File: src/hw/rtl/rmd160_pkg.sv
// ----------------------------------------------------------------------------
// RIPEMD-160 package
// Shared types, constants and step functions for the hash core.
// ----------------------------------------------------------------------------
package rmd160_pkg;

    // Initial chaining words.
    localparam logic [31:0] IV0 = 32'h67452301;
    localparam logic [31:0] IV1 = 32'hEFCDAB89;
    localparam logic [31:0] IV2 = 32'h98BADCFE;
    localparam logic [31:0] IV3 = 32'h10325476;
    localparam logic [31:0] IV4 = 32'hC3D2E1F0;

    localparam int STEPS = 80;

    // Sequencer states of the core.
    typedef enum logic [2:0] {
        ST_IDLE,
        ST_PAD,
        ST_COMP,
        ST_EMIT
    } state_t;

    // Request from the controller to the round engine.
    typedef struct packed {
        logic start;
    } eng_ctrl_t;

    // Status from the round engine.
    typedef struct packed {
        logic busy;
        logic done;
    } eng_stat_t;

    // Message word selection, left line.
    function automatic logic [3:0] word_l(input logic [6:0] j);
        logic [3:0] r;
        logic [3:0] t0 [16];
        logic [3:0] t1 [16];
        logic [3:0] t2 [16];
        logic [3:0] t3 [16];
        t0 = '{4'd7,4'd4,4'd13,4'd1,4'd10,4'd6,4'd15,4'd3,
               4'd12,4'd0,4'd9,4'd5,4'd2,4'd14,4'd11,4'd8};
        t1 = '{4'd3,4'd10,4'd14,4'd4,4'd9,4'd15,4'd8,4'd1,
               4'd2,4'd7,4'd0,4'd6,4'd13,4'd11,4'd5,4'd12};
        t2 = '{4'd1,4'd9,4'd11,4'd10,4'd0,4'd8,4'd12,4'd4,
               4'd13,4'd3,4'd7,4'd15,4'd14,4'd5,4'd6,4'd2};
        t3 = '{4'd4,4'd0,4'd5,4'd9,4'd7,4'd12,4'd2,4'd10,
               4'd14,4'd1,4'd3,4'd8,4'd11,4'd6,4'd15,4'd13};
        unique case (j[6:4])
            3'd0: r = j[3:0];
            3'd1: r = t0[j[3:0]];
            3'd2: r = t1[j[3:0]];
            3'd3: r = t2[j[3:0]];
            default: r = t3[j[3:0]];
        endcase
        return r;
    endfunction

    // Message word selection, right line.
    function automatic logic [3:0] word_r(input logic [6:0] j);
        logic [3:0] r;
        logic [3:0] t0 [16];
        logic [3:0] t1 [16];
        logic [3:0] t2 [16];
        logic [3:0] t3 [16];
        logic [3:0] t4 [16];
        t0 = '{4'd5,4'd14,4'd7,4'd0,4'd9,4'd2,4'd11,4'd4,
               4'd13,4'd6,4'd15,4'd8,4'd1,4'd10,4'd3,4'd12};
        t1 = '{4'd6,4'd11,4'd3,4'd7,4'd0,4'd13,4'd5,4'd10,
               4'd14,4'd15,4'd8,4'd12,4'd4,4'd9,4'd1,4'd2};
        t2 = '{4'd15,4'd5,4'd1,4'd3,4'd7,4'd14,4'd6,4'd9,
               4'd11,4'd8,4'd12,4'd2,4'd10,4'd0,4'd4,4'd13};
        t3 = '{4'd8,4'd6,4'd4,4'd1,4'd3,4'd11,4'd15,4'd0,
               4'd5,4'd12,4'd2,4'd13,4'd9,4'd7,4'd10,4'd14};
        t4 = '{4'd12,4'd15,4'd10,4'd4,4'd1,4'd5,4'd8,4'd7,
               4'd6,4'd2,4'd13,4'd14,4'd0,4'd3,4'd9,4'd11};
        unique case (j[6:4])
            3'd0: r = t0[j[3:0]];
            3'd1: r = t1[j[3:0]];
            3'd2: r = t2[j[3:0]];
            3'd3: r = t3[j[3:0]];
            default: r = t4[j[3:0]];
        endcase
        return r;
    endfunction

    // Rotation amount, left line.
    function automatic logic [3:0] rot_l(input logic [6:0] j);
        logic [3:0] t [80];
        t = '{4'd11,4'd14,4'd15,4'd12,4'd5,4'd8,4'd7,4'd9,
              4'd11,4'd13,4'd14,4'd15,4'd6,4'd7,4'd9,4'd8,
              4'd7,4'd6,4'd8,4'd13,4'd11,4'd9,4'd7,4'd15,
              4'd7,4'd12,4'd15,4'd9,4'd11,4'd7,4'd13,4'd12,
              4'd11,4'd13,4'd6,4'd7,4'd14,4'd9,4'd13,4'd15,
              4'd14,4'd8,4'd13,4'd6,4'd5,4'd12,4'd7,4'd5,
              4'd11,4'd12,4'd14,4'd15,4'd14,4'd15,4'd9,4'd8,
              4'd9,4'd14,4'd5,4'd6,4'd8,4'd6,4'd5,4'd12,
              4'd9,4'd15,4'd5,4'd11,4'd6,4'd8,4'd13,4'd12,
              4'd5,4'd12,4'd13,4'd14,4'd11,4'd8,4'd5,4'd6};
        return (j < 7'd80) ? t[j] : 4'd0;
    endfunction

    // Rotation amount, right line.
    function automatic logic [3:0] rot_r(input logic [6:0] j);
        logic [3:0] t [80];
        t = '{4'd8,4'd9,4'd9,4'd11,4'd13,4'd15,4'd15,4'd5,
              4'd7,4'd7,4'd8,4'd11,4'd14,4'd14,4'd12,4'd6,
              4'd9,4'd13,4'd15,4'd7,4'd12,4'd8,4'd9,4'd11,
              4'd7,4'd7,4'd12,4'd7,4'd6,4'd15,4'd13,4'd11,
              4'd9,4'd7,4'd15,4'd11,4'd8,4'd6,4'd6,4'd14,
              4'd12,4'd13,4'd5,4'd14,4'd13,4'd13,4'd7,4'd5,
              4'd15,4'd5,4'd8,4'd11,4'd14,4'd14,4'd6,4'd14,
              4'd6,4'd9,4'd12,4'd9,4'd12,4'd5,4'd15,4'd8,
              4'd8,4'd5,4'd12,4'd9,4'd12,4'd5,4'd14,4'd6,
              4'd8,4'd13,4'd6,4'd5,4'd15,4'd13,4'd11,4'd11};
        return (j < 7'd80) ? t[j] : 4'd0;
    endfunction

    // Additive constants per group of sixteen steps.
    function automatic logic [31:0] k_l(input logic [2:0] g);
        logic [31:0] r;
        unique case (g)
            3'd0: r = 32'h00000000;
            3'd1: r = 32'h5A827999;
            3'd2: r = 32'h6ED9EBA1;
            3'd3: r = 32'h8F1BBCDC;
            default: r = 32'hA953FD4E;
        endcase
        return r;
    endfunction

    function automatic logic [31:0] k_r(input logic [2:0] g);
        logic [31:0] r;
        unique case (g)
            3'd0: r = 32'h50A28BE6;
            3'd1: r = 32'h5C4DD124;
            3'd2: r = 32'h6D703EF3;
            3'd3: r = 32'h7A6D76E9;
            default: r = 32'h00000000;
        endcase
        return r;
    endfunction

    // Boolean function of a group.
    function automatic logic [31:0] bool_f(input logic [2:0] g, input logic [31:0] x,
                                           input logic [31:0] y, input logic [31:0] z);
        logic [31:0] r;
        unique case (g)
            3'd0: r = x ^ y ^ z;
            3'd1: r = (x & y) | (~x & z);
            3'd2: r = (x | ~y) ^ z;
            3'd3: r = (x & z) | (y & ~z);
            default: r = x ^ (y | ~z);
        endcase
        return r;
    endfunction

    // Rotate left by up to fifteen places.
    function automatic logic [31:0] rotl(input logic [31:0] x, input logic [3:0] n);
        logic [63:0] d;
        d = {x, x} << n;
        return d[63:32];
    endfunction

endpackage

File: src/hw/rtl/rmd160_rounds.sv
// ----------------------------------------------------------------------------
// RIPEMD-160 round engine
// Runs one step of both lines per cycle, 80 steps, then folds the result into
// the chaining value.
// ----------------------------------------------------------------------------
module rmd160_rounds
(
    input  logic                   clk,
    input  logic                   rst_n,
    input  rmd160_pkg::eng_ctrl_t  ctrl,
    input  logic                   cv_init,
    input  logic [511:0]           block,
    output rmd160_pkg::eng_stat_t  stat,
    output logic [159:0]           cv
);
    import rmd160_pkg::*;

    logic [31:0] cv_reg [5];
    logic [31:0] l_reg [5];
    logic [31:0] r_reg [5];
    logic [6:0]  step_reg;
    logic        busy_reg;
    logic        done_reg;

    logic [2:0]  grp;
    logic [31:0] wl;
    logic [31:0] wr;
    logic [31:0] tl;
    logic [31:0] tr;
    logic [3:0]  il;
    logic [3:0]  ir;

    // Step datapath of both lines, shared by every step.
    always_comb
    begin
        grp = step_reg[6:4];
        il  = word_l(step_reg);
        ir  = word_r(step_reg);
        wl  = block[{il, 5'd0} +: 32];
        wr  = block[{ir, 5'd0} +: 32];
        tl  = rotl(l_reg[0] + bool_f(grp, l_reg[1], l_reg[2], l_reg[3]) + wl + k_l(grp),
                   rot_l(step_reg)) + l_reg[4];
        tr  = rotl(r_reg[0] + bool_f(3'd4 - grp, r_reg[1], r_reg[2], r_reg[3]) + wr
                   + k_r(grp), rot_r(step_reg)) + r_reg[4];
    end

    // Control of the step counter.
    always_ff @(posedge clk or negedge rst_n)
    begin
        if (!rst_n)
        begin
            busy_reg <= 1'b0;
            done_reg <= 1'b0;
            step_reg <= '0;
        end
        else
        begin
            done_reg <= 1'b0;
            if (ctrl.start)
            begin
                busy_reg <= 1'b1;
                step_reg <= '0;
            end
            else if (busy_reg)
            begin
                if (step_reg == 7'(STEPS - 1))
                begin
                    busy_reg <= 1'b0;
                    done_reg <= 1'b1;
                end
                step_reg <= step_reg + 7'd1;
            end
        end
    end

    // Working registers and chaining value.
    always_ff @(posedge clk or negedge rst_n)
    begin
        if (!rst_n)
        begin
            cv_reg <= '{IV0, IV1, IV2, IV3, IV4};
            l_reg  <= '{'0, '0, '0, '0, '0};
            r_reg  <= '{'0, '0, '0, '0, '0};
        end
        else if (cv_init)
        begin
            cv_reg <= '{IV0, IV1, IV2, IV3, IV4};
        end
        else if (ctrl.start)
        begin
            l_reg <= cv_reg;
            r_reg <= cv_reg;
        end
        else if (busy_reg)
        begin
            l_reg <= '{l_reg[4], tl, l_reg[1], rotl(l_reg[2], 4'd10), l_reg[3]};
            r_reg <= '{r_reg[4], tr, r_reg[1], rotl(r_reg[2], 4'd10), r_reg[3]};
        end
        else if (done_reg)
        begin
            cv_reg[0] <= cv_reg[1] + l_reg[2] + r_reg[3];
            cv_reg[1] <= cv_reg[2] + l_reg[3] + r_reg[4];
            cv_reg[2] <= cv_reg[3] + l_reg[4] + r_reg[0];
            cv_reg[3] <= cv_reg[4] + l_reg[0] + r_reg[1];
            cv_reg[4] <= cv_reg[0] + l_reg[1] + r_reg[2];
        end
    end

    assign stat.busy = busy_reg | ctrl.start;
    assign stat.done = done_reg;
    assign cv = {cv_reg[4], cv_reg[3], cv_reg[2], cv_reg[1], cv_reg[0]};

endmodule

File: src/hw/rtl/ripemd160_hash_core.sv
// ----------------------------------------------------------------------------
// RIPEMD-160 hash core
// Byte stream in, five digest words out.
// ----------------------------------------------------------------------------
// Bytes are taken only while idle; the 64th byte of a block starts a
// compression (80 steps in the shared round unit, then a fold).
// A last word pads one byte per cycle, compresses once or twice, then emits
// five digest words, one per accepted output word.
// Reset (rst_n low, asynchronous) restores the initial chaining value and
// clears the byte count, bit length and output valid.
module ripemd160_hash_core
(
    input  logic        clk,
    input  logic        rst_n,
    input  logic        s_tvalid,
    output logic        s_tready,
    input  logic [7:0]  s_tdata,   // [7:0] data_byte
    input  logic        s_tuser,   // has_byte
    input  logic        s_tlast,   // last
    output logic        m_tvalid,
    input  logic        m_tready,
    output logic [39:0] m_tdata,   // [31:0] digest_word, [34:32] word_index, zeros
    output logic        m_tlast    // last_word
);
    import rmd160_pkg::*;

    state_t       state_reg, state_next;
    logic [31:0]  buf_reg [16];
    logic [5:0]   fill_reg, fill_next;
    logic [63:0]  len_reg, len_next, bits_reg, bits_next;
    logic         fin_reg, fin_next;
    logic [2:0]   widx_reg, widx_next;
    logic         pad_live_reg, pad_live_next;
    logic         pad_done_reg, pad_done_next;
    logic         len_here_reg, len_here_next;
    logic         wr_en;
    logic [7:0]   wr_byte;
    logic [511:0] block;
    logic [159:0] cv;
    eng_ctrl_t    ctrl;
    eng_stat_t    stat;
    logic         cv_init;
    logic         acc;

    rmd160_rounds u_rounds
    (
        .clk     (clk),
        .rst_n   (rst_n),
        .ctrl    (ctrl),
        .cv_init (cv_init),
        .block   (block),
        .stat    (stat),
        .cv      (cv)
    );

    // Block buffer held as sixteen little-endian words.
    always_comb
    begin
        for (int i = 0; i < 16; i++)
            block[i*32 +: 32] = buf_reg[i];
    end

    always_ff @(posedge clk)
    begin
        if (wr_en)
            buf_reg[fill_reg[5:2]][{fill_reg[1:0], 3'd0} +: 8] <= wr_byte;
    end

    assign acc = s_tvalid && s_tready;

    // Sequencer.
    always_comb
    begin
        state_next    = state_reg;
        fill_next     = fill_reg;
        len_next      = len_reg;
        bits_next     = bits_reg;
        fin_next      = fin_reg;
        widx_next     = widx_reg;
        pad_live_next = pad_live_reg;
        pad_done_next = pad_done_reg;
        len_here_next = len_here_reg;
        wr_en         = 1'b0;
        wr_byte       = s_tdata;
        ctrl.start    = 1'b0;
        cv_init       = 1'b0;
        s_tready      = (state_reg == ST_IDLE);
        unique case (state_reg)
            ST_IDLE:
            begin
                if (acc)
                begin
                    bits_next = len_reg + (s_tuser ? 64'd8 : 64'd0);
                    len_next  = bits_next;
                    fin_next  = s_tlast;
                    if (s_tlast)
                    begin
                        pad_live_next = 1'b1;
                        pad_done_next = 1'b0;
                        len_here_next = 1'b0;
                    end
                    if (s_tuser)
                    begin
                        wr_en     = 1'b1;
                        fill_next = fill_reg + 6'd1;
                        if (fill_reg == 6'd63)
                        begin
                            ctrl.start = 1'b1;
                            state_next = ST_COMP;
                        end
                        else if (s_tlast)
                            state_next = ST_PAD;
                    end
                    else if (s_tlast)
                        state_next = ST_PAD;
                end
            end
            ST_PAD:
            begin
                // Pad byte: marker, zeros, then length little-endian.
                // The length goes in the block that holds the marker only when
                // the marker lands early enough; otherwise in the next block.
                wr_en = 1'b1;
                if (fin_reg)
                begin
                    wr_byte  = 8'h80;
                    fin_next = 1'b0;
                    if (fill_reg <= 6'd55)
                        len_here_next = 1'b1;
                end
                else if (len_here_reg && (fill_reg >= 6'd56))
                    wr_byte = bits_reg[{fill_reg[2:0], 3'd0} +: 8];
                else
                    wr_byte = 8'h00;
                fill_next = fill_reg + 6'd1;
                if (fill_reg == 6'd63)
                begin
                    ctrl.start = 1'b1;
                    state_next = ST_COMP;
                    if (len_here_reg && !fin_reg)
                        pad_done_next = 1'b1;
                end
            end
            ST_COMP:
            begin
                // After the fold: emit, pad a further block, or back to idle.
                if (stat.done)
                begin
                    if (pad_done_reg)
                        state_next = ST_EMIT;
                    else if (pad_live_reg)
                    begin
                        len_here_next = 1'b1;
                        state_next    = ST_PAD;
                    end
                    else
                        state_next = ST_IDLE;
                end
            end
            ST_EMIT:
            begin
                if (m_tready)
                begin
                    widx_next = widx_reg + 3'd1;
                    if (widx_reg == 3'd4)
                    begin
                        cv_init       = 1'b1;
                        widx_next     = 3'd0;
                        len_next      = '0;
                        pad_live_next = 1'b0;
                        pad_done_next = 1'b0;
                        len_here_next = 1'b0;
                        state_next    = ST_IDLE;
                    end
                end
            end
            default: state_next = ST_IDLE;
        endcase
    end

    // State and control registers.
    always_ff @(posedge clk or negedge rst_n)
    begin
        if (!rst_n)
        begin
            state_reg    <= ST_IDLE;
            fill_reg     <= '0;
            len_reg      <= '0;
            bits_reg     <= '0;
            fin_reg      <= 1'b0;
            widx_reg     <= '0;
            pad_live_reg <= 1'b0;
            pad_done_reg <= 1'b0;
            len_here_reg <= 1'b0;
        end
        else
        begin
            state_reg    <= state_next;
            fill_reg     <= fill_next;
            len_reg      <= len_next;
            bits_reg     <= bits_next;
            fin_reg      <= fin_next;
            widx_reg     <= widx_next;
            pad_live_reg <= pad_live_next;
            pad_done_reg <= pad_done_next;
            len_here_reg <= len_here_next;
        end
    end

    // Digest word output.
    assign m_tvalid = (state_reg == ST_EMIT);
    assign m_tdata  = {5'd0, widx_reg, cv[{widx_reg, 5'd0} +: 32]};
    assign m_tlast  = (widx_reg == 3'd4);

    // The round unit runs throughout a compression until its fold.
    a_busy_comp: assert property (@(posedge clk) disable iff (!rst_n)
        (state_reg == ST_COMP && !stat.done) |-> stat.busy)
        else $error("round unit idle during compression");

    // No input word is taken while a digest is being emitted or a block compressed.
    a_no_accept: assert property (@(posedge clk) disable iff (!rst_n)
        (state_reg == ST_EMIT || state_reg == ST_COMP) |-> !s_tready)
        else $error("input accepted while busy");

    // The word index stays within the digest while output is valid.
    a_widx: assert property (@(posedge clk) disable iff (!rst_n)
        m_tvalid |-> (widx_reg <= 3'd4))
        else $error("digest word index out of range");

endmodule

File: config.mk
export PLATFORM = sky130hd
export DESIGN_NAME = ripemd160_hash_core
export DESIGN_NICKNAME = d
export VERILOG_FILES = /design/src/hw/rtl/rmd160_pkg.sv /design/src/hw/rtl/rmd160_rounds.sv /design/src/hw/rtl/ripemd160_hash_core.sv
export SDC_FILE = /design/constraint.sdc
export NUM_CORES = 2
export LEC_CHECK = 0
export BUFFER_PORTS_ARGS = -buffer_cell sky130_fd_sc_hd__buf_2
export CAP_MARGIN = 15
export CORE_AREA = 2 2 415 417
export CTS_CLUSTER_DIAMETER = 150
export DETAILED_ROUTE_END_ITERATION = 8
export DIE_AREA = 0 0 417 419
export SLEW_MARGIN = 20
export SYNTH_ARGS = -nofsm -noshare
export SYNTH_HDL_FRONTEND = slang
export SYNTH_HIERARCHICAL = 1
export SYNTH_SLANG_ARGS = --single-unit
File: constraint.sdc
create_clock -name clk -period 15.6 [get_ports clk]
set_clock_uncertainty 0.05 [all_clocks]
set_input_delay 1.56 -clock clk [delete_from_list [all_inputs] [get_ports clk]]
set_output_delay 1.56 -clock clk [all_outputs]
set_load 0.01 [all_outputs]
==> run summary <==
CTS max path bufs = 3
CP endpoint kind = flop
Layout Nets = 9592
final setup violation count = 0
Netlist Area Pre-Place = 84570 um^2
Largest stage delay, worst path = 0.79 ns
row count = 152
# clock sinks = 1139
share of layout cells above drive strength 1 = 8.217%
largest net degree at the start of global routing = 227
first drt pass iteration count = 9
final core occ = 53.80%
final WL = 331900 um
arrival time worst endpoint = 14.48 ns
final slew viol count = 0
outcome = completed
GRT Total Usage = 37.39%
CTS tree = done
clk_lat worst skew = 0.85 ns
Worst Setup Start Kind = flop
starting density of the core = 49.57%
initial antenna violation count = 16
RSZ-0062 raised after global routing = no
placer congestion estimate = 1.042
most common cell after layout, fill and taps aside = nand2_1
CTS Hold Bufs = 0
die span in y = 419 um
synthesized area per cell = 9.252 um^2
CTS root buffer = clkbuf_16
Final period util = 88.57%
grt ovf = 0
Post-CTS Resized = 0
max reg flops = 512
vias in the first global route = 68720
area of the multi-input gates = 49780 um^2
# H-tree levels = 4
Worst EP required = 16.26 ns
die area = 174700 um^2
Slew @ Worst Pin = 1.309 ns
# DRC = 0
Setup TNS Final = 0 ns
core area = 170600 um^2
port bufs = 51
TritonCTS buffer count = 141
Fillers = 15310
register area = 31180 um^2
first-pass GRT wire length = 478100 um
vias = 72430
Reg clk slew, reported paths = 0.06 ns
vias per cell = 6.413
DIE WIDTH = 417 um
crit path kind = flop to flop
Ys Warns = 6
Fmax = 0.07237 GHz
postcts setup bufs = 0
Syn Inst Count = 9140
min-delay worst type = flop to flop
initial DRC count = 7800
worst-path fanout max = 22
minimum clock period = 13.82 ns
DPL Wire Length = 244400 um
Slowest-stage cell, CP = nand2_1
drt wl/cell = 29.39 um
area delta synth->final = 8.529%
Fin. Hold Viols = 0
Ports = 57
Slew HR = 12.12%
Max-cap violations = 0
DRT antenna net count = 0
most frequent cells in the layout = 1496 x nand2_1, 689 x o21ai_0, 539 x dfrtp_1, 538 x mux2i_1, 512 x edfxtp_1
-- metrics by stage --
stage	cell area, um^2	worst slack (ns)	hold slack, ns	instances
3_3_place_gp	86940	2.350	0.4080	11020
4_1_cts	91730	2.033	0.4316	11290
6_report	91780	1.783	0.4285	11300
3_5_place_dp	86960	2.071	0.4126	11020
2_1_floorplan	84590	4.759	0.3912	9145
5_1_grt	91770	1.146	0.4481	11290
-- critical path: cells and delay by family (launching register included) --
| kind | cells | cell delay, ns |
|---|---|---|
| AO/OA/AOI/OAI | 21 | 6.47 |
| adder cells (fa/ha/maj) | 6 | 2.01 |
| buffers and inverters | 4 | 1.14 |
| flip-flops | 1 | 0.53 |
| multiplexers | 3 | 0.44 |
| AND/OR/NAND/NOR | 6 | 3.03 |
-- layout make-up --
type / instances / share of cell area (%)
clock inverter: 68 / 0.9256
antenna: 8 / 0.02181
timing repair buffer: 219 / 1.840
tap: 2233 / 3.044
clock buffer: 195 / 4.272
sequential: 1139 / 33.97
multi-input combinational: 7021 / 54.23
inverter: 412 / 1.693
-- layer usage --
metal	wire (um)	track usage [%]	share of wire [%]
met3	27910	7.606	8.4
met4	20740	20.79	6.2
met1	133200	48.47	40
met2	150000	58.60	45
met5	122	0	0.037
-- path summary, 6_finish.rpt --
check | depth (start not counted) | to | slack, ns | startpoint
min in group asynchronous | 1 | u_rounds/cv[31]$_DFFE_PN0P_ | 0.70 | rst_n
min reg2reg | 2 | bits_reg[44]$_DFFE_PN0P_ | 0.43 | bits_reg[44]$_DFFE_PN0P_
max reg2reg | 40 | u_rounds/l_reg[127]$_DFFE_PN0P_ | 1.78 | u_rounds/step_reg[4]$_DFFE_PN0N_
max in group asynchronous | 4 | bits_reg[43]$_DFFE_PN0P_ | 11.60 | rst_n
min | 2 | bits_reg[44]$_DFFE_PN0P_ | 0.43 | bits_reg[44]$_DFFE_PN0P_
max | 40 | u_rounds/l_reg[127]$_DFFE_PN0P_ | 1.78 | u_rounds/step_reg[4]$_DFFE_PN0N_
Power is not shown: default switching activity piles up to over one toggle a cycle in this logic, so the estimate is an artifact.
